==> src/sv/wbse_pkg.sv <==
// ----------------------------------------------------------------------------
// wbse_pkg: shared types and constants
// Widths, CORDIC arctangent table and the item record passed from front to back.
// ----------------------------------------------------------------------------
package wbse_pkg;

    localparam int COORD_WIDTH   = 24;
    localparam int CORDIC_STAGES = 16;
    localparam int CORDIC_GUARD  = 24;
    localparam int HDG_W         = 16;
    localparam int CFG_W         = 24;

    // difference and magnitude width
    localparam int DW    = COORD_WIDTH + 1;
    // CORDIC vector width: difference scaled by guard bits plus gain headroom
    localparam int CW    = DW + CORDIC_GUARD + 3;
    // angle accumulator, degrees times 32768
    localparam int ZW    = 26;
    // squared distance and root working widths
    localparam int SQ_W  = 2 * COORD_WIDTH + 1;
    localparam int RW    = SQ_W + 1;
    localparam int SQRT_STEPS = COORD_WIDTH + 1;
    // back pipeline: squares, sum, then one root step per stage
    localparam int NS    = SQRT_STEPS + 2;

    localparam int FIFO_DEPTH = 2;
    localparam int FIFO_AW    = $clog2(FIFO_DEPTH);

    localparam logic [HDG_W-1:0] FULL_TURN    = 16'd46080;
    localparam logic [HDG_W-1:0] HALF_TURN    = 16'd23040;
    localparam logic [HDG_W-1:0] QUARTER_TURN = 16'd11520;
    localparam logic [HDG_W-1:0] THREE_QUARTER_TURN = 16'd34560;
    localparam logic [ZW-1:0]    Z_HALF_TURN  = 26'd5898240;
    localparam logic [CFG_W-1:0] HALF_UNIT    = 24'd128;

    localparam logic [0:0] REG_SLOW_ZONE    = 1'b0;
    localparam logic [0:0] REG_CRUISE_SPEED = 1'b1;

    typedef struct packed {
        logic signed [DW-1:0] dx;
        logic signed [DW-1:0] dy;
        logic [DW-1:0]        adx;
        logic [DW-1:0]        ady;
        logic [HDG_W-1:0]     hdg;
    } t_item;

    typedef struct packed {
        logic dx_zero;
        logic dy_zero;
        logic dx_neg;
        logic dy_neg;
        logic far;
    } t_flags;

    // atan(2^-i) in degrees times 32768, rounded
    function automatic logic [ZW-1:0] atan_lut(input int i);
        logic [ZW-1:0] v;
        case (i)
            0: v = 26'd1474560;  1: v = 26'd870484;  2: v = 26'd459940;
            3: v = 26'd233473;   4: v = 26'd117189;  5: v = 26'd58652;
            6: v = 26'd29333;    7: v = 26'd14667;   8: v = 26'd7334;
            9: v = 26'd3667;    10: v = 26'd1833;   11: v = 26'd917;
            12: v = 26'd458;    13: v = 26'd229;    14: v = 26'd115;
            15: v = 26'd57;     16: v = 26'd29;     17: v = 26'd14;
            18: v = 26'd7;      19: v = 26'd4;      20: v = 26'd2;
            21: v = 26'd1;
            default: v = '0;
        endcase
        return v;
    endfunction

endpackage

==> src/sv/wbse_front.sv <==
// ----------------------------------------------------------------------------
// wbse_front: input stage
// Takes an item, forms the coordinate differences, their magnitudes and the
// reduced measured heading, and holds it until the queue takes it.
// ----------------------------------------------------------------------------
module wbse_front import wbse_pkg::*; (
    input  logic                     i_clk,
    input  logic                     i_rst_n,
    input  logic                     i_valid,
    output logic                     o_ready,
    input  logic [COORD_WIDTH-1:0]   i_pos_x,
    input  logic [COORD_WIDTH-1:0]   i_pos_y,
    input  logic [COORD_WIDTH-1:0]   i_dest_x,
    input  logic [COORD_WIDTH-1:0]   i_dest_y,
    input  logic [HDG_W-1:0]         i_hdg,
    output logic                     o_valid,
    input  logic                     i_full,
    output t_item                    o_item
);

    logic  r_valid;
    t_item r_item;
    t_item n_item;
    logic  push;
    logic  take;
    logic signed [DW-1:0] dx;
    logic signed [DW-1:0] dy;

    assign push    = r_valid && !i_full;
    assign o_ready = !r_valid || !i_full;
    assign take    = i_valid && o_ready;
    assign o_valid = r_valid;
    assign o_item  = r_item;

    // differences, magnitudes, heading reduced into one turn
    always_comb begin
        dx = $signed({i_dest_x[COORD_WIDTH-1], i_dest_x})
           - $signed({i_pos_x[COORD_WIDTH-1], i_pos_x});
        dy = $signed({i_dest_y[COORD_WIDTH-1], i_dest_y})
           - $signed({i_pos_y[COORD_WIDTH-1], i_pos_y});
        n_item.dx  = dx;
        n_item.dy  = dy;
        n_item.adx = dx[DW-1] ? DW'(-dx) : DW'(dx);
        n_item.ady = dy[DW-1] ? DW'(-dy) : DW'(dy);
        n_item.hdg = (i_hdg >= FULL_TURN) ? i_hdg - FULL_TURN : i_hdg;
    end

    always_ff @(posedge i_clk) begin
        if (!i_rst_n) begin
            r_valid <= 1'b0;
        end else if (take) begin
            r_valid <= 1'b1;
        end else if (push) begin
            r_valid <= 1'b0;
        end
    end

    always_ff @(posedge i_clk) begin
        if (take) begin
            r_item <= n_item;
        end
    end

endmodule

==> config.mk <==
export PLATFORM = sky130hd
export DESIGN_NAME = wbse_front
export DESIGN_NICKNAME = d
export VERILOG_FILES = /design/src/sv/wbse_pkg.sv /design/src/sv/wbse_front.sv
export SDC_FILE = /design/constraint.sdc
export NUM_CORES = 1
export LEC_CHECK = 0
export ABC_CLOCK_PERIOD_IN_PS = 7900
export BUFFER_PORTS_ARGS = -buffer_cell sky130_fd_sc_hd__buf_4
export CORE_ASPECT_RATIO = 0.5
export CORE_MARGIN = 1.5
export CORE_UTILIZATION = 50
export CTS_BUF_LIST = sky130_fd_sc_hd__clkbuf_4 sky130_fd_sc_hd__clkbuf_8 sky130_fd_sc_hd__clkbuf_16
export DETAILED_ROUTE_END_ITERATION = 10
export PLACE_DENSITY = 0.76
export SLEW_MARGIN = 20
export SYNTH_ARGS = -nofsm -noshare
export SYNTH_HDL_FRONTEND = slang
export SYNTH_SLANG_ARGS = --single-unit
==> constraint.sdc <==
create_clock -name i_clk -period 7.9 [get_ports i_clk]
set_input_delay 1.185 -clock i_clk [delete_from_list [all_inputs] [get_ports i_clk]]
set_output_delay 1.185 -clock i_clk [all_outputs]
set_load 0.01 [all_outputs]
# [After elaboration in Yosys (flattened, before gate mapping)]
# Cells that the tools add are included.
[totals] reg_bits=117 output_inout_bits=118 in_bits=116 wordCells=25
[op_classes] muxes=5 magnitude_cmp=1 reduce_logical=6 n_addsub=5
[ops] operator="25-bit negator" count=2
[ops] operator="24-bit by 24-bit subtractor with 25-bit output" count=2
[ops] operator="24-bit two-way mux" count=2
[ops] operator="16-bit >= comparator, second input constant" count=1
[ops] operator="16-bit two-way mux" count=1
[ops] operator="16-bit subtractor, second input constant" count=1
[ops] operator="1-bit logical AND" count=2
[ops] operator="1-bit zero test" count=2
[ops] operator="1-bit two-way mux" count=2
[ops] operator="2-bit nonzero test" count=1
[ops] operator="1-bit logical OR" count=1

# [Longest topological paths before layout]
[depth] ltp_word=4 mapped_depth=16 depth_no_buf=15

# [Least setup slack after synthesis]
# OpenSTA, ideal clock, no wires.
[synth_path] kind="input to register" from="input port i_full" to="register r_item, in the netlist o_item[0] (enable)" setup_time_ns=0.487 path_buffers=0 path_slack_ns=3.447 required_ns=7.413 t_arrival_ns=3.966 cell_stages=2 path_cell_list="nand2_1 > and2_1"
[synth_between] elab_chain_len=3
[synth_lines] element="from (decl)" line_no="wbse_front.sv:17" source="input logic i_full,"
[synth_lines] element="1-bit zero test" line_no="wbse_front.sv:30" source="assign o_ready = !r_valid || !i_full;"
[synth_lines] element="1-bit logical OR" line_no="wbse_front.sv:30"
[synth_lines] element="1-bit logical AND" line_no="wbse_front.sv:31" source="assign take = i_valid && o_ready;"
[synth_lines] element="named net take" line_no="wbse_front.sv:25" source="logic take;"
[synth_lines] element="to (signal assigned)" line_no="wbse_front.sv:60" source="r_item <= n_item;"
[synth_lines] element="to (decl)" line_no="wbse_front.sv:22" source="t_item r_item;"
# The timed path passes the listed nets, and every way through them passes these cells.
# A chain may end at the register's enable or synchronous reset.

==> results.py <==
metrics = {
    "worst_setup_path": {
        "path_delay_family": "compound AO/OA/AOI/OAI gates",
        "worstSetupPathType": "primary input to flop",
        "cp.depth": 14,
        "r2r_cells": 3,
        "crit_arrival_ps": 4480,
        "path_buf_inv": 2,
        "cp.required_ps": 8050,
        "slowest_delay_ps": 700,
        "end_kind": "flop",
        "crit_path_start_kind": "primary input",
        "crit_chain": "buf_4 > ha_1 > fa_1 > nand2b_1 > a21oi_1 > a21oi_1 > o2bb2ai_1 > o31ai_2 > a211oi_1 > nand2b_1 > a31oi_2 > inv_2 > o31a_1 > xor2_1",
        "path_max_fanout": 19,
        "crit_path_top_delay_cell": "a31oi_2",
    },
    "timing": {
        "worstMarginPinSlew_ps": 848,
        "fmax_ghz": 0.231,
        "setup_tns_ps": 0,
        "drv_slew": 0,
        "timing.slew.headroom_pct": 43.3,
        "fin_skew_ps": 8.07,
        "setup_violations": 0,
        "hold_viol": 0,
        "rsz0062_at_grt": "no",
        "post-route-period-util_pct": 54.8,
        "min_period_ps": 4330,
    },
    "detailed_routing": {
        "vias_per_cell": 5.27,
        "wl_per_cell_um": 15.0,
        "num_vias": 6167,
        "drt_wl_total_mm": 17.5,
        "antenna_left": 0,
        "drc": 0,
        "dr.pass1.iters": 5,
        "drt-initial-drc-count": 411,
    },
    "global_routing": {
        "grt_overflow": 0,
        "grt.total_usage_pct": 22.2,
        "grt_pass1_vias": 5783,
        "grt_first_pass_wirelength_mm": 27.5,
        "grt_start_max_net_pins": 68,
        "antenna_found_initial": 0,
    },
    "logic_synthesis": {
        "synth.most_common_cell": "edfxtp_1",
        "synth-main-ff-cell": "edfxtp_1",
        "synth_top_area_share_pct": 45.9,
        "yosys_warnings": 0,
        "synth_fa_ha_area_share_pct": 9.26,
        "synth_edf_count": 114,
        "syn-cell-area_sq_um": 7460,
        "synthSimpleGateAreaFrac_pct": 12.9,
        "synth_top_family_by_area": "compound AO/OA/AOI/OAI gates",
        "syn_nets": 894,
        "synth-async-reset-ratio_pct": 0,
        "synth_compound_area_share_pct": 15.8,
        "synthTopCellsByArea": "edfxtp_1, ha_1, xnor2_1, inv_1, a21oi_1",
        "ys_top_cells_by_count": "edfxtp_1, inv_1, a21oi_1, ha_1, xnor2_1",
        "yosysUniqueCellTypes": 72,
        "synth_largest_area_cell": "edfxtp_1",
        "synth_xor_area_share_pct": 9.97,
        "synth_mux_area_share_pct": 0.269,
        "netlist_instances": 724,
        "synth_seq_cells": 115,
        "seq_area_frac_synth_pct": 46.2,
        "avgSynthCellArea_sq_um": 10.3,
    },
    "final_layout": {
        "fin_cells": 1170,
        "syn_to_final_growth_pct": 33.6,
        "n_fill_cell": 1118,
        "diodes": 0,
        "drive_gt1_share_pct": 29.6,
        "final_nets": 1129,
    },
    "run": {
        "cap_violations": 0,
    },
    "floorplan": {
        "die-area_sq_um": 15700,
        "coreArea_sq_um": 14500,
        "num_rows": 31,
        "pin_count": 234,
        "initial_core_util_pct": 51.4,
        "die_x_um": 176,
        "fp.dieH_um": 89.4,
    },
    "cts": {
        "ctsResizeCount": 0,
        "cts_tree": "done",
        "postCtsSetupBuffers": 0,
        "ctsHoldBuffers": 0,
        "cts_max_level": 4,
        "clkTransAtPathRegs_ps": 60,
        "clk_latency_ps": 410,
        "cts_buffers": 17,
        "clock-sinks": 115,
        "root_buffer": "clkbuf_16",
        "clockBufferDepth": 2,
    },
    "hold_path": {
        "whs_path_depth": 2,
        "hold_class": "flop to flop",
    },
    "run_status": {
        "run_status": "finished, final reports clean",
    },
    "power": {
        "pwr_density_cell_nw_per_um2": 226,
        "p_leak_nw": 4.40,
        "ir_worst_vdd_uv": 152,
    },
    "placed_design": {
        "numPlacedInstances": 1138,
        "io_buffers": 233,
        "place.gp.congestion": 0.884,
        "hpwl_mm": 13.5,
    },
}
## registers in the layout, indices dropped and copies added (netlist names)
register	flops
o_item	114
o_valid	1
## worst register-to-register path: cells and delay by family (launching register included)
family,cells,cell delay [ps]
and+or+nand+nor,2,610
DFF,1,320
buffers and inverters,1,790
## where the power goes
group | switching [W] | internal (W)
combinational | 0.000367 | 0.000297
sequential | 0.0000272 | 0.000803
clock | 0.000261 | 0.000500
## kinds of logic (layout without fill, tap and decap cells)
logic type | Yosys count | after routing
muxes | 2 | 2
DFF | 115 | 115
buffers and inverters | 104 | 352
AOI/OAI and AO/OA | 181 | 181
and+or+nand+nor | 184 | 184
xor gates and xnor gates | 84 | 84
adders and majority gates | 54 | 54
## stage by stage
step | instance area, sq um | setup WS [ps] | hold slack, ps | power, W | utilization (%)
5_1_grt | 9960 | 3270 | 575 | 0.00236 | 68.7
6_report | 9960 | 3570 | 543 | 0.00226 | 68.7
2_1_floorplan | 7460 | 3450 | 546 | 0.00124 | -
3_5_place_dp | 9370 | 3130 | 540 | 0.00150 | 64.6
3_3_place_gp | 9370 | 3230 | 513 | 0.00148 | 64.6
4_1_cts | 9960 | 3550 | 552 | 0.00226 | 68.7
## path summary, 6_finish.rpt
path	slack, ps	to	start
setup reg to reg	5760	o_item[63]	o_valid
hold reg to reg	540	o_valid	o_valid
hold / removal	540	o_valid	o_valid
setup / recovery	3570	o_item[53]	i_pos_x[0]
## metal layers
metal | GRT usage (%) | share of wire [%] | vias to the layer above
met5 | 0 | 0 | -
met4 | 7.07 | 1.7 | 0
met3 | 3.74 | 3.9 | 31
met2 | 40.0 | 50 | 181
met1 | 27.8 | 44 | 2860
li1 | - | - | 3095
## placed cells by master (no fill, tap or decap), drive strengths merged, types with 14 or more instances in the layout
master	n
buf	234
edfxtp	114
inv	86
a21oi	64
ha	52
xnor2	51
nor2	49
nand2	39
o21ai	37
xor2	33
nor3	22
clkbuf	20
nand3	15
a31oi	14
## final cells by class
class | count | area [sq um] | share of cell area, %
clock inverters | 12 | 139 | 1.39
flip-flops and latches | 115 | 3440 | 34.6
well taps | 198 | 248 | 2.49
clock buffers | 20 | 448 | 4.50
multi-input cells | 505 | 3600 | 36.2
repair buffers | 234 | 1760 | 17.6
inverters | 86 | 323 | 3.24
No activity file was read; power rests on OpenSTA's default activity.
