==> config.mk <==
export PLATFORM = sky130hd
export DESIGN_NAME = wbse_fifo
export DESIGN_NICKNAME = d
export VERILOG_FILES = /design/src/sv/wbse_pkg.sv /design/src/sv/wbse_fifo.sv
export SDC_FILE = /design/constraint.sdc
export NUM_CORES = 1
export LEC_CHECK = 0
export BUFFER_PORTS_ARGS = -buffer_cell sky130_fd_sc_hd__buf_4
export CORE_AREA = 4 4 133 135
export CTS_BUF_LIST = sky130_fd_sc_hd__clkbuf_8
export DETAILED_ROUTE_END_ITERATION = 10
export DIE_AREA = 0 0 137 139
export GPL_ROUTABILITY_DRIVEN = 0
export PLACE_DENSITY = 0.92
export SYNTH_ARGS = -nofsm -noshare
export SYNTH_HDL_FRONTEND = slang
export SYNTH_SLANG_ARGS = --single-unit
==> constraint.sdc <==
create_clock -name i_clk -period 7.45 [get_ports i_clk]
set_clock_uncertainty 0.1 [all_clocks]
set_input_delay 0 -clock i_clk [delete_from_list [all_inputs] [get_ports i_clk]]
set_output_delay 0 -clock i_clk [all_outputs]
set_load 0.05 [all_outputs]
==> src/sv/wbse_pkg.sv <==
// ----------------------------------------------------------------------------
// wbse_pkg: shared types and constants
// Widths, CORDIC arctangent table and the item record passed from front to back.
// ----------------------------------------------------------------------------
package wbse_pkg;

    localparam int COORD_WIDTH   = 24;
    localparam int CORDIC_STAGES = 16;
    localparam int CORDIC_GUARD  = 24;
    localparam int HDG_W         = 16;
    localparam int CFG_W         = 24;

    // difference and magnitude width
    localparam int DW    = COORD_WIDTH + 1;
    // CORDIC vector width: difference scaled by guard bits plus gain headroom
    localparam int CW    = DW + CORDIC_GUARD + 3;
    // angle accumulator, degrees times 32768
    localparam int ZW    = 26;
    // squared distance and root working widths
    localparam int SQ_W  = 2 * COORD_WIDTH + 1;
    localparam int RW    = SQ_W + 1;
    localparam int SQRT_STEPS = COORD_WIDTH + 1;
    // back pipeline: squares, sum, then one root step per stage
    localparam int NS    = SQRT_STEPS + 2;

    localparam int FIFO_DEPTH = 2;
    localparam int FIFO_AW    = $clog2(FIFO_DEPTH);

    localparam logic [HDG_W-1:0] FULL_TURN    = 16'd46080;
    localparam logic [HDG_W-1:0] HALF_TURN    = 16'd23040;
    localparam logic [HDG_W-1:0] QUARTER_TURN = 16'd11520;
    localparam logic [HDG_W-1:0] THREE_QUARTER_TURN = 16'd34560;
    localparam logic [ZW-1:0]    Z_HALF_TURN  = 26'd5898240;
    localparam logic [CFG_W-1:0] HALF_UNIT    = 24'd128;

    localparam logic [0:0] REG_SLOW_ZONE    = 1'b0;
    localparam logic [0:0] REG_CRUISE_SPEED = 1'b1;

    typedef struct packed {
        logic signed [DW-1:0] dx;
        logic signed [DW-1:0] dy;
        logic [DW-1:0]        adx;
        logic [DW-1:0]        ady;
        logic [HDG_W-1:0]     hdg;
    } t_item;

    typedef struct packed {
        logic dx_zero;
        logic dy_zero;
        logic dx_neg;
        logic dy_neg;
        logic far;
    } t_flags;

    // atan(2^-i) in degrees times 32768, rounded
    function automatic logic [ZW-1:0] atan_lut(input int i);
        logic [ZW-1:0] v;
        case (i)
            0: v = 26'd1474560;  1: v = 26'd870484;  2: v = 26'd459940;
            3: v = 26'd233473;   4: v = 26'd117189;  5: v = 26'd58652;
            6: v = 26'd29333;    7: v = 26'd14667;   8: v = 26'd7334;
            9: v = 26'd3667;    10: v = 26'd1833;   11: v = 26'd917;
            12: v = 26'd458;    13: v = 26'd229;    14: v = 26'd115;
            15: v = 26'd57;     16: v = 26'd29;     17: v = 26'd14;
            18: v = 26'd7;      19: v = 26'd4;      20: v = 26'd2;
            21: v = 26'd1;
            default: v = '0;
        endcase
        return v;
    endfunction

endpackage

==> src/sv/wbse_fifo.sv <==
// ----------------------------------------------------------------------------
// wbse_fifo: decoupling queue
// Short first-in first-out queue of items between the front and back parts.
// ----------------------------------------------------------------------------
module wbse_fifo import wbse_pkg::*; (
    input  logic  i_clk,
    input  logic  i_rst_n,
    input  logic  i_push,
    input  t_item i_item,
    output logic  o_full,
    input  logic  i_pop,
    output logic  o_empty,
    output t_item o_item
);

    t_item                r_mem [FIFO_DEPTH];
    logic [FIFO_AW-1:0]   r_wp;
    logic [FIFO_AW-1:0]   r_rp;
    logic [FIFO_AW:0]     r_cnt;
    logic                 do_push;
    logic                 do_pop;

    assign o_full  = (r_cnt == (FIFO_AW+1)'(FIFO_DEPTH));
    assign o_empty = (r_cnt == '0);
    assign do_push = i_push && !o_full;
    assign do_pop  = i_pop && !o_empty;
    assign o_item  = r_mem[r_rp];

    // pointers and fill count
    always_ff @(posedge i_clk) begin
        if (!i_rst_n) begin
            r_wp  <= '0;
            r_rp  <= '0;
            r_cnt <= '0;
        end else begin
            if (do_push) begin
                r_wp <= r_wp + 1'b1;
            end
            if (do_pop) begin
                r_rp <= r_rp + 1'b1;
            end
            if (do_push && !do_pop) begin
                r_cnt <= r_cnt + 1'b1;
            end else if (do_pop && !do_push) begin
                r_cnt <= r_cnt - 1'b1;
            end
        end
    end

    always_ff @(posedge i_clk) begin
        if (do_push) begin
            r_mem[r_wp] <= i_item;
        end
    end

endmodule

# Word-level counts from Yosys, hierarchy flattened

Memory sizes are Yosys's and may differ from the RTL's. A register that Yosys moved wholly into a read port is not among the register bits.
Index checks and enable logic that the tools add are counted.

Add/subtract/negate cells: 4
Equality and inequality tests: 1
Multiplexer cells: 6
Reductions and logical operators: 10

Operator list:

| operator                                         | number |
|---|---|
| logical AND 1 bit                                | 4 |
| logical NOT 1 bit                                | 4 |
| two-way mux 1 bit                                | 4 |
| two-way mux 2 bit                                | 2 |
| adder 1 bit, second input constant               | 2 |
| adder 2 x 1 -> 2 bit, second input constant      | 1 |
| == test 2 bit, second input constant             | 1 |
| logical NOT 2 bit                                | 1 |
| nonzero test 2 bit                               | 1 |
| subtractor 2 x 1 -> 2 bit, second input constant | 1 |

Bits in registers: 4
Bits in writable memories: 232
Input port bits: 120
Output and inout bits: 118
Logic and storage cells: 25
Memories kept: 1

Memories:

| memory | depth | width | read ports | clocked after Yosys merged registers in | write ports | line            | RTL |
|---|---|---|---|---|---|---|---|
| r_mem  | 2     | 116   | 1          | 1                                       | 1           | wbse_fifo.sv:16 | `t_item r_mem [FIFO_DEPTH];` |

# Depth between registers and ports, before layout

Gate-level depths: netlist of run 1.

Word-level depth: 7
Gate-level depth with buffers: 7
Depth with buffers taken out: 7

# Worst setup path before layout of run 1

Ideal clock, no wire load.

Kind: register -> register
Start point: register r_cnt[0]
End point: memory r_mem[0][0] (netlist bit), enable pin
Setup time: 572 ps
Arrival time: 5252 ps
Required time: 6778 ps
Setup slack: 1526 ps
Cell stages (with the launch flop): 4
Path buffers: 0
Period minus slack after synthesis: 5924 ps
Cells stage by stage: dfxtp_1 -> nand2b_1 -> inv_1 -> nor3_2

Word-level cells in the longest chain between the ends: 5

Ends and longest elaborated chain:

| what                                    | line            | RTL |
|---|---|---|
| start: declaration                      | wbse_fifo.sv:19 | `logic [FIFO_AW:0] r_cnt;` |
| start signal: assignment                | wbse_fifo.sv:43 | `r_cnt <= r_cnt + 1'b1;` |
| start signal: assignment                | wbse_fifo.sv:45 | `r_cnt <= r_cnt - 1'b1;` |
| == test 2 bit                           | wbse_fifo.sv:23 | `assign o_full = (r_cnt == (FIFO_AW+1)'(FIFO_DEPTH));` |
| named net o_full                        | wbse_fifo.sv:10 | `output logic o_full,` |
| logical NOT 1 bit                       | wbse_fifo.sv:25 | `assign do_push = i_push && !o_full;` |
| logical AND 1 bit                       | wbse_fifo.sv:25 |  |
| two-way mux 1 bit                       | wbse_fifo.sv:51 | `if (do_push) begin` |
| two-way mux 1 bit (not written as such) | wbse_fifo.sv:52 | `r_mem[r_wp] <= i_item;` |
| end: declaration                        | wbse_fifo.sv:16 |  |

The timed path passes the listed nets, and every way through them passes these cells.

==> impl_metrics.env, run 1 <==
export IMPL_grt_antenna_before_repair=1
export IMPL_min_period_ps=3060
export IMPL_yosys_top_cells_count="edfxtp_1, mux2_2, mux2_4, buf_2, buf_6"
export IMPL_place_area_um2=10800
export IMPL_required_ps=7350
export IMPL_synth_yosys_seq_area_share=0.807
export IMPL_synth_seq_cells=237
export IMPL_synth_cell_type_count=21
export IMPL_number_of_global_route_vias_before_repair=5744
export IMPL_grt_start_max_net_pins=73
export IMPL_die_x_um=137
export IMPL_crit_family="buffers and inverters"
export IMPL_timing_hold_violations_final=0
export IMPL_worst_path_arrival_ps=2960
export IMPL_irDropWorstVdd_v=0.000311
export IMPL_wl_per_cell_um=20.7
export IMPL_cp_num_buf_inv=2
export IMPL_outcome="finished, final reports clean"
export IMPL_finalNonFillerCells=1020
export IMPL_synth_edff_count=232
export IMPL_clock_tree_from_tritoncts="done"
export IMPL_boundaryPins=238
export IMPL_synth_main_ff_cell="edfxtp_1"
export IMPL_grt_overflow_total=0
export IMPL_finish_net_count=893
export IMPL_cts_htree_levels=2
export IMPL_period_share=0.410
export IMPL_cts_setup_buffers=0
export IMPL_synthToLayoutAreaGrowth_pct=43.9
export IMPL_clk_latency_ps=510
export IMPL_die_h_um=139
export IMPL_dp_hpwl_um=11900
export IMPL_worst_pin_slew_ps=965
export IMPL_netlist_area_leader_share=0.795
export IMPL_fin_hold_ws_ps=108
export IMPL_cts_hold_buffers=120
export IMPL_multi_input_area_um2=1590
export IMPL_ff_latch_area_um2=7070
export IMPL_drt_first_iter_violations=287
export IMPL_numPlacedInstances=834
export IMPL_grt_setup_unrepaired="false"
export IMPL_upper_clock_frequency_limit_ghz=0.327
export IMPL_route_antenna_remaining_nets=0
export IMPL_post_cts_resized=0
export IMPL_netlist_top_cell_by_area="edfxtp_1"
export IMPL_clockBufferDepth=3
export IMPL_routed_via_density=5.04
export IMPL_total_core_area_um2=16500
export IMPL_async_flop_share=0
export IMPL_final_setup_tns_ps=0
export IMPL_grt_pass1_wl_um=31100
export IMPL_design_area_um2=12600
export IMPL_timing_setup_critical_path_class="reg -> out"
export IMPL_slowest_stage="dfxtp_4"
export IMPL_synth_yosys_warnings=0
export IMPL_pwrdens_nw_per_um2=358
export IMPL_netlist_instances=386
export IMPL_clkSinkCount=237
export IMPL_cp_slowest_stage_delay_ps=880
export IMPL_worstSetupStartpointType="register"
export IMPL_max_transition_viols_final=0
export IMPL_syn_num_nets=507
export IMPL_syn_cell_area_um2=8760
export IMPL_crit_chain="buf_4, mux2_2, buf_4"
export IMPL_tritoncts_num_buffers=36
export IMPL_max_slew_margin_rel=0.357
export IMPL_critical_path_top_cell_by_count="buf_4"
export IMPL_synthMostInstantiatedCell="edfxtp_1"
export IMPL_global_route_usage_total=0.214
export IMPL_drt_pass1_iter_count=5
export IMPL_row_count=47
export IMPL_dieArea_um2=19000
export IMPL_timing_critical_path_fanout_max=61
export IMPL_cts_root_buffer_cell="clkbuf_8"
export IMPL_min_path_type="in -> reg"
export IMPL_floorplan_initialDensity=0.532
export IMPL_worst_setup_hold_path_clk_slew_ps=60
export IMPL_max_cap_violations=0
export IMPL_leakage_uw=0.00487
export IMPL_total_power_uw=4510
export IMPL_number_of_vias_after_detailed_routing=5140
export IMPL_totalWireLength_um=21100
export IMPL_ys_top_cells_by_area="edfxtp_1, mux2_2, mux2_4"
export IMPL_io_buffers=237
export IMPL_synthesis_area_per_instance_um2=22.7
export IMPL_detail_route_drc_violations=0
export IMPL_setup_violations=0
export IMPL_cp_end_kind="primary output"
export IMPL_share_of_post_route_cells_with_drive_strength_above_1=0.506
export IMPL_fillers=871
-- final cells by class --
class / instances / area share
tap: 220 / 0.0218
inverter: 2 / 0.000596
multi-input combinational: 134 / 0.126
antenna: 1 / 0.000199
sequential: 237 / 0.561
timing repair buffer: 361 / 0.239
clock inverter: 26 / 0.00864
clock buffer: 39 / 0.0426
-- cell usage in the layout (no fill, tap or decap), types with 4 or more instances in the layout --
cell type	count
mux2_4	40
dlygate4sd3_1	120
clkbuf_8	39
clkinv_1	8
inv_1	15
edfxtp_1	232
buf_4	241
mux2_2	76
dfxtp_1	4
-- flip-flops by register name, indices dropped and copies added (netlist names), named ones only --
| signal | flops |
|---|---|
| r_wp | 1 |
| r_mem | 232 |
| r_rp | 1 |
| r_cnt | 2 |
-- metrics by stage --
stage               utilization  setup slack (ps)
floorplan                     -              1530
global placement          0.653              4850
detailed placement        0.653              4620
CTS                       0.765              4380
global route              0.766              4240
finish                    0.766              4390
-- worst paths after layout --
path                               from                endpoint  slack (ps)  cells past startpoint
setup / recovery               register              o_item[29]        4390                      3
hold / removal                i_item[9]   r_mem[1][9]$_DFFE_PP_         110                      2
setup reg to reg  r_cnt[0]$_SDFFE_PN0P_  r_mem[0][14]$_DFFE_PP_        4550                      5
hold reg to reg   r_cnt[1]$_SDFFE_PN0P_   r_cnt[1]$_SDFFE_PN0P_         540                      2
-- cells by family (layout without fill, tap and decap cells) --
family	Yosys count	in the layout	share of synthesized area
DFF	237	237	0.807
muxes	116	116	0.166
buffers and inverters	15	428	0.0126
and+or+nand+nor	9	9	0.00629
AOI/OAI and AO/OA	5	5	0.00371
xor gates and xnor gates	3	3	0.00300
adders and majority gates	1	1	0.00143
other	0	1	0
-- report_power, final --
part	total (uW)	switching [uW]	leakage (uW)	internal, uW
clock	959	476	0.000374	483
combinational	1780	1150	0.00229	630
sequential	1780	97.7	0.00221	1680
-- worst reg2reg max path, stage by stage (launching register included) --
cell and delay (ps):
dfxtp_1 440, nand2b_1 220, inv_1 140, nor3_4 140
buf_4 540, buf_4 850
-- layer usage --
| metal | vias up | GRT usage | part of all wire |
|---|---|---|---|
| li1 | 2310 | - | - |
| met5 | - | 0 | 0 |
| met2 | 254 | 0.393 | 0.54 |
| met3 | 49 | 0.0544 | 0.070 |
| met4 | 0 | 0.0693 | 0.026 |
| met1 | 2527 | 0.239 | 0.36 |
No activity file was read; power rests on OpenSTA's default activity.
==> run 2: changes to the inputs <==
==> constraint.sdc (replaced) <==
create_clock -name i_clk -period 2.9 [get_ports i_clk]
set_clock_uncertainty 0.1 [all_clocks]
set_input_delay 0 -clock i_clk [delete_from_list [all_inputs] [get_ports i_clk]]
set_output_delay 0 -clock i_clk [all_outputs]
set_load 0.05 [all_outputs]
==> run 2 against run 1 <==
Effect of this change: global-route usage fell by 0.55 points; setup slack got worse by 3800 ps; critical path depth rose by 3; sequential share of layout area fell by 0.15 points; wire length fell by 2.3%; clock power rose to 2.5 times the previous value; register-to-register slack got worse by 4000 ps; combinational power rose to 2.6 times the previous value; non-clock buffer count rose by 1; clock-buffer cell count did not move.
==> impl_metrics.env, run 2 (synthesis results as in run 1) <==
export IMPL_required_ps=3250
export IMPL_die_x_um=137
export IMPL_numPlacedInstances=835
export IMPL_fillers=883
export IMPL_grt_overflow_total=0
export IMPL_mostFrequentLayoutCells="buf_4, edfxtp_1, dlygate4sd3_1, mux2_2, mux2_4"
export IMPL_timing_critical_path_fanout_max=117
export IMPL_cts_htree_levels=2
export IMPL_period_share=0.796
export IMPL_floorplan_initialDensity=0.532
export IMPL_grt_start_max_net_pins=118
export IMPL_worst_r2r_path_depth=6
export IMPL_drt_first_iter_violations=216
export IMPL_cts_root_buffer_cell="clkbuf_8"
export IMPL_pwrdens_nw_per_um2=914
export IMPL_largest_register_ffs=232
export IMPL_row_count=47
export IMPL_finish_net_count=895
export IMPL_cp_num_buf_inv=3
export IMPL_number_of_global_route_vias_before_repair=5594
export IMPL_smallest_setup_slack_after_layout_ps=592
export IMPL_outcome="finished, final reports clean"
export IMPL_top_register="r_mem"
export IMPL_timing_hold_worst_path_depth=2
export IMPL_max_slew_margin_rel=0.558
export IMPL_tritoncts_num_buffers=37
export IMPL_n_antenna_cell=0
export IMPL_wl_per_cell_um=20.3
export IMPL_place_area_um2=10800
export IMPL_setup_violations=0
export IMPL_clk_latency_ps=500
export IMPL_detail_route_drc_violations=0
export IMPL_timing_setup_critical_path_class="reg -> reg"
export IMPL_dieArea_um2=19000
export IMPL_min_period_ps=2310
export IMPL_min_path_type="in -> reg"
export IMPL_die_h_um=139
export IMPL_dp_hpwl_um=11700
export IMPL_worst_pin_slew_ps=663
export IMPL_post_place_ws_ps=1010
export IMPL_max_transition_viols_final=0
export IMPL_grt_setup_unrepaired="false"
export IMPL_multi_input_area_um2=1590
export IMPL_totalWireLength_um=20700
export IMPL_synthToLayoutAreaGrowth_pct=44.3
export IMPL_crit_chain="nand2b_1, inv_1, nor3_4, buf_12, o21a_1, dlygate4sd3_1"
export IMPL_cp_end_kind="register"
export IMPL_r2r_slack_ps=590
export IMPL_leakage_uw=0.00488
export IMPL_layout_commonest_cell="buf_4"
export IMPL_drt_pass1_iter_count=4
export IMPL_routed_via_density=5.04
export IMPL_clkSinkCount=237
export IMPL_share_of_post_route_cells_with_drive_strength_above_1=0.504
export IMPL_irDropWorstVdd_v=0.000726
export IMPL_worstSetupPathDepth=6
export IMPL_max_cap_violations=0
export IMPL_clock_tree_from_tritoncts="done"
export IMPL_post_cts_resized=0
export IMPL_worstSetupStartpointType="register"
export IMPL_cts_hold_buffers=120
export IMPL_crit_family="buffers and inverters"
export IMPL_route_antenna_remaining_nets=0
export IMPL_io_buffers=237
export IMPL_boundaryPins=238
export IMPL_grt_antenna_before_repair=0
export IMPL_total_core_area_um2=16500
export IMPL_finalCoreUtilization=0.768
export IMPL_cts_setup_buffers=0
export IMPL_upper_clock_frequency_limit_ghz=0.433
export IMPL_global_route_usage_total=0.208
export IMPL_slowest_stage="dlygate4sd3_1"
export IMPL_finalNonFillerCells=1019
export IMPL_clockBufferDepth=3
export IMPL_timing_hold_violations_final=0
export IMPL_worst_path_arrival_ps=2660
export IMPL_design_area_um2=12600
export IMPL_cp_slowest_stage_delay_ps=530
export IMPL_number_of_vias_after_detailed_routing=5139
export IMPL_ff_latch_area_um2=7070
export IMPL_grt_pass1_wl_um=30200
export IMPL_worst_setup_hold_path_clk_slew_ps=60
export IMPL_biggestRegsByFlops="r_mem x232, r_cnt x2"
## run 2: changes by cell type in the layout (fill, tap and decap cells not counted), sizes merged
| cell | change |
|---|---|
| clkinvlp | -1 |
| buf | +1 |
| inv | -2 |
| diode | -1 |
| clkinv | +2 |
## run 2: path summary, 6_finish.rpt
check                   startpoint                endpoint
max reg2reg  r_cnt[0]$_SDFFE_PN0P_       r_wp$_SDFFE_PN0P_
min reg2reg  r_cnt[1]$_SDFFE_PN0P_   r_cnt[1]$_SDFFE_PN0P_
max          r_cnt[0]$_SDFFE_PN0P_       r_wp$_SDFFE_PN0P_
min                     i_item[31]  r_mem[0][31]$_DFFE_PP_
## run 2: stage by stage
stage	setup TNS [ps]	power [uW]	hold WS (ps)
after global placement	0	8890	85.1
after CTS	0	11600	86.7
final	0	11600	121
after detailed placement	0	9010	87.7
after floorplan	-147650	7780	-1.13
after global routing	0	12000	92.2
## run 2: where the power goes
part	internal, uW	total, uW	switching [uW]
Clock	1240	2440	1210
Combinational	1640	4640	3000
Sequential	4310	4470	162
Total	7180	11600	4370
## run 2: worst register-to-register path: cells and delay by family (launching register included)
family,cells,cell delay [ps]
flops,1,420
buf+inv,3,1140
compound gates,1,270
simple gates,2,330
## run 2: cell type report
cell class                      count  area share
Clock buffer                       39      0.0425
Sequential cell                   237       0.559
Inverter                            2    0.000594
Timing Repair Buffer              362       0.242
Multi-Input combinational cell    134       0.126
Clock inverter                     25     0.00792
Tap cell                          220      0.0218
## run 2: routing by layer
layer  share of wire  up-vias  global-route usage
met1            0.36     2555               0.233
met2            0.54      230               0.382
met5               0        -                   0
met4           0.028        0              0.0783
met3           0.070       42              0.0464
li1                -     2312                   -
==> run 3: changes to the inputs <==
--- a/config.mk
+++ b/config.mk
@@ -6,12 +6,12 @@
 export NUM_CORES = 1
 export LEC_CHECK = 0
 export BUFFER_PORTS_ARGS = -buffer_cell sky130_fd_sc_hd__buf_4
-export CORE_AREA = 4 4 133 135
+export CORE_AREA = 4 4 139 141
 export CTS_BUF_LIST = sky130_fd_sc_hd__clkbuf_8
 export DETAILED_ROUTE_END_ITERATION = 10
-export DIE_AREA = 0 0 137 139
+export DIE_AREA = 0 0 143 145
 export GPL_ROUTABILITY_DRIVEN = 0
-export PLACE_DENSITY = 0.92
+export PLACE_DENSITY = 0.89
 export SYNTH_ARGS = -nofsm -noshare
 export SYNTH_HDL_FRONTEND = slang
 export SYNTH_SLANG_ARGS = --single-unit
==> constraint.sdc (replaced) <==
create_clock -name i_clk -period 2 [get_ports i_clk]
set_clock_uncertainty 0.1 [all_clocks]
set_input_delay 0 -clock i_clk [delete_from_list [all_inputs] [get_ports i_clk]]
set_output_delay 0 -clock i_clk [all_outputs]
set_load 0.05 [all_outputs]
==> run 3 against run 2 <==
Effect of this change: clock power up 46%; worst hold slack got worse by 80 ps; critical path type is now reg -> out; final cell count grew 1.7%; core utilization down 5.2 points; global-route usage fell by 1.6 points; register-to-register slack got worse by 500 ps; clock-buffer cell count did not move; power up 48%; combinational power up 51%.
==> impl_metrics.env, run 3 (synthesis results as in run 1) <==
export IMPL_grt_antenna_before_repair=0
export IMPL_drt_pass1_iter_count=4
export IMPL_dp_hpwl_um=12100
export IMPL_worstSetupStartpointType="register"
export IMPL_floorplan_initialDensity=0.488
export IMPL_biggestRegsByFlops="r_mem x232, r_cnt x2"
export IMPL_layout_commonest_cell="buf_4"
export IMPL_mostFrequentLayoutCells="buf_4, edfxtp_1, dlygate4sd3_1, mux2_2, mux2_4"
export IMPL_crit_chain="buf_16, mux2_2, buf_4"
export IMPL_outcome="finished, final reports clean"
export IMPL_worst_path_arrival_ps=1830
export IMPL_cts_setup_buffers=0
export IMPL_synthToLayoutAreaGrowth_pct=46.7
export IMPL_upper_clock_frequency_limit_ghz=0.518
export IMPL_io_buffers=237
export IMPL_row_count=49
export IMPL_boundaryPins=238
export IMPL_grt_overflow_total=0
export IMPL_cts_htree_levels=2
export IMPL_fillers=1036
export IMPL_number_of_vias_after_detailed_routing=5101
export IMPL_route_antenna_remaining_nets=0
export IMPL_timing_hold_worst_path_depth=4
export IMPL_tritoncts_num_buffers=38
export IMPL_smallest_setup_slack_after_layout_ps=70.2
export IMPL_cp_slowest_stage_delay_ps=490
export IMPL_top_register="r_mem"
export IMPL_wl_per_cell_um=20.4
export IMPL_share_of_post_route_cells_with_drive_strength_above_1=0.518
export IMPL_clk_latency_ps=500
export IMPL_dieArea_um2=20700
export IMPL_clkSinkCount=237
export IMPL_cp_end_kind="primary output"
export IMPL_grt_start_max_net_pins=68
export IMPL_max_transition_viols_final=0
export IMPL_total_core_area_um2=18000
export IMPL_clockBufferDepth=3
export IMPL_grt_pass1_wl_um=30900
export IMPL_worst_setup_hold_path_clk_slew_ps=60
export IMPL_pwrdens_nw_per_um2=1330
export IMPL_max_cap_violations=0
export IMPL_min_path_type="in -> reg"
export IMPL_irDropWorstVdd_v=0.000999
export IMPL_clock_network_fraction_of_design_power=0.209
export IMPL_fin_hold_ws_ps=41.8
export IMPL_number_of_global_route_vias_before_repair=5722
export IMPL_setup_violations=0
export IMPL_sw_frac_of_total=0.377
export IMPL_pwr_share_seq=0.380
export IMPL_timing_critical_path_fanout_max=33
export IMPL_detail_route_drc_violations=0
export IMPL_leakage_uw=0.00497
export IMPL_routed_via_density=4.92
export IMPL_internal_power_uw=10600
export IMPL_largest_register_ffs=232
export IMPL_final_setup_tns_ps=0
export IMPL_cts_root_buffer_cell="clkbuf_8"
export IMPL_period_share=0.965
export IMPL_global_route_usage_total=0.192
export IMPL_n_antenna_cell=0
export IMPL_clock_tree_from_tritoncts="done"
export IMPL_die_x_um=143
export IMPL_totalWireLength_um=21100
export IMPL_timing_setup_critical_path_class="reg -> out"
export IMPL_slowest_stage="dfxtp_4"
export IMPL_finalNonFillerCells=1036
export IMPL_grt_setup_unrepaired="true"
export IMPL_min_period_ps=1930
export IMPL_max_slew_margin_rel=0.733
export IMPL_numPlacedInstances=850
export IMPL_required_ps=1900
export IMPL_drt_first_iter_violations=195
export IMPL_share_comb_of_total_power=0.411
export IMPL_worst_pin_slew_ps=400
export IMPL_worst_r2r_path_depth=6
export IMPL_timing_hold_violations_final=0
export IMPL_die_h_um=145
export IMPL_post_place_ws_ps=214
export IMPL_total_switching_power_uw=6430
export IMPL_finish_net_count=904
==> run 3: cell count changes in the layout (fill, tap and decap cells not counted), moves of 3 or more <==
cell and change:
buf_6 +3, clkinv_2 +4, buf_12 +3, clkinv_1 -6
==> run 3: repair_timing <==
action                                  CTS  global route
hold buffers                            119             0
endpoints found under the setup margin   43            78
pin swaps                                 0             0
cloned                                    0             3
resized for setup                         1             6
endpoints found under the hold margin   237             0
==> run 3: stage by stage <==
stage | power, uW | util | area [um^2]
after floorplan | 11300 | - | 8770
after global placement | 13000 | 0.608 | 10900
after detailed placement | 13200 | 0.608 | 10900
after CTS | 17000 | 0.711 | 12800
after global routing | 17700 | 0.715 | 12800
final | 17100 | 0.715 | 12800
==> run 3: area by class of cell <==
cell class,count,area (um^2),area share
Sequential cell,237,7070,0.550
Timing Repair Buffer,370,3240,0.252
Multi-Input combinational cell,134,1590,0.124
Clock buffer,39,537,0.0418
Tap cell,229,287,0.0223
Clock inverter,25,109,0.00847
Inverter,2,7.51,0.000584
==> run 3: layer usage <==
| metal | routed length (um) | GRT usage | up-vias |
|---|---|---|---|
| met5 | 0 | 0 | - |
| met4 | 627 | 0.0708 | 0 |
| met3 | 1320 | 0.0563 | 49 |
| met2 | 11700 | 0.354 | 200 |
| met1 | 7530 | 0.205 | 2524 |
| li1 | - | - | 2328 |
==> run 3: worst max-delay path: cells and delay by family (launching register included) <==
kind | cells | cell delay [ps]
mux | 1 | 380
buf+inv | 2 | 430
flops | 1 | 490
==> run 3: power by group through the flow <==
stage | registers, uW | logic [uW] | clock network (uW)
floorplan | 6500 | 4790 | 0
global placement | 6480 | 6560 | 0
detailed placement | 6540 | 6650 | 0
CTS | 6450 | 6870 | 3640
global route | 6530 | 7280 | 3930
finish | 6480 | 7020 | 3570
==> run 3: final timing paths <==
| check | from | end | slack [ps] |
|---|---|---|---|
| worst max-delay path | register | o_item[14] | 70 |
| worst min-delay path | i_push | r_mem[0][78]$_DFFE_PP_ | 40 |
| worst max register to register | r_cnt[0]$_SDFFE_PN0P_ | r_wp$_SDFFE_PN0P_ | 90 |
| worst min register to register | r_cnt[1]$_SDFFE_PN0P_ | r_cnt[1]$_SDFFE_PN0P_ | 430 |
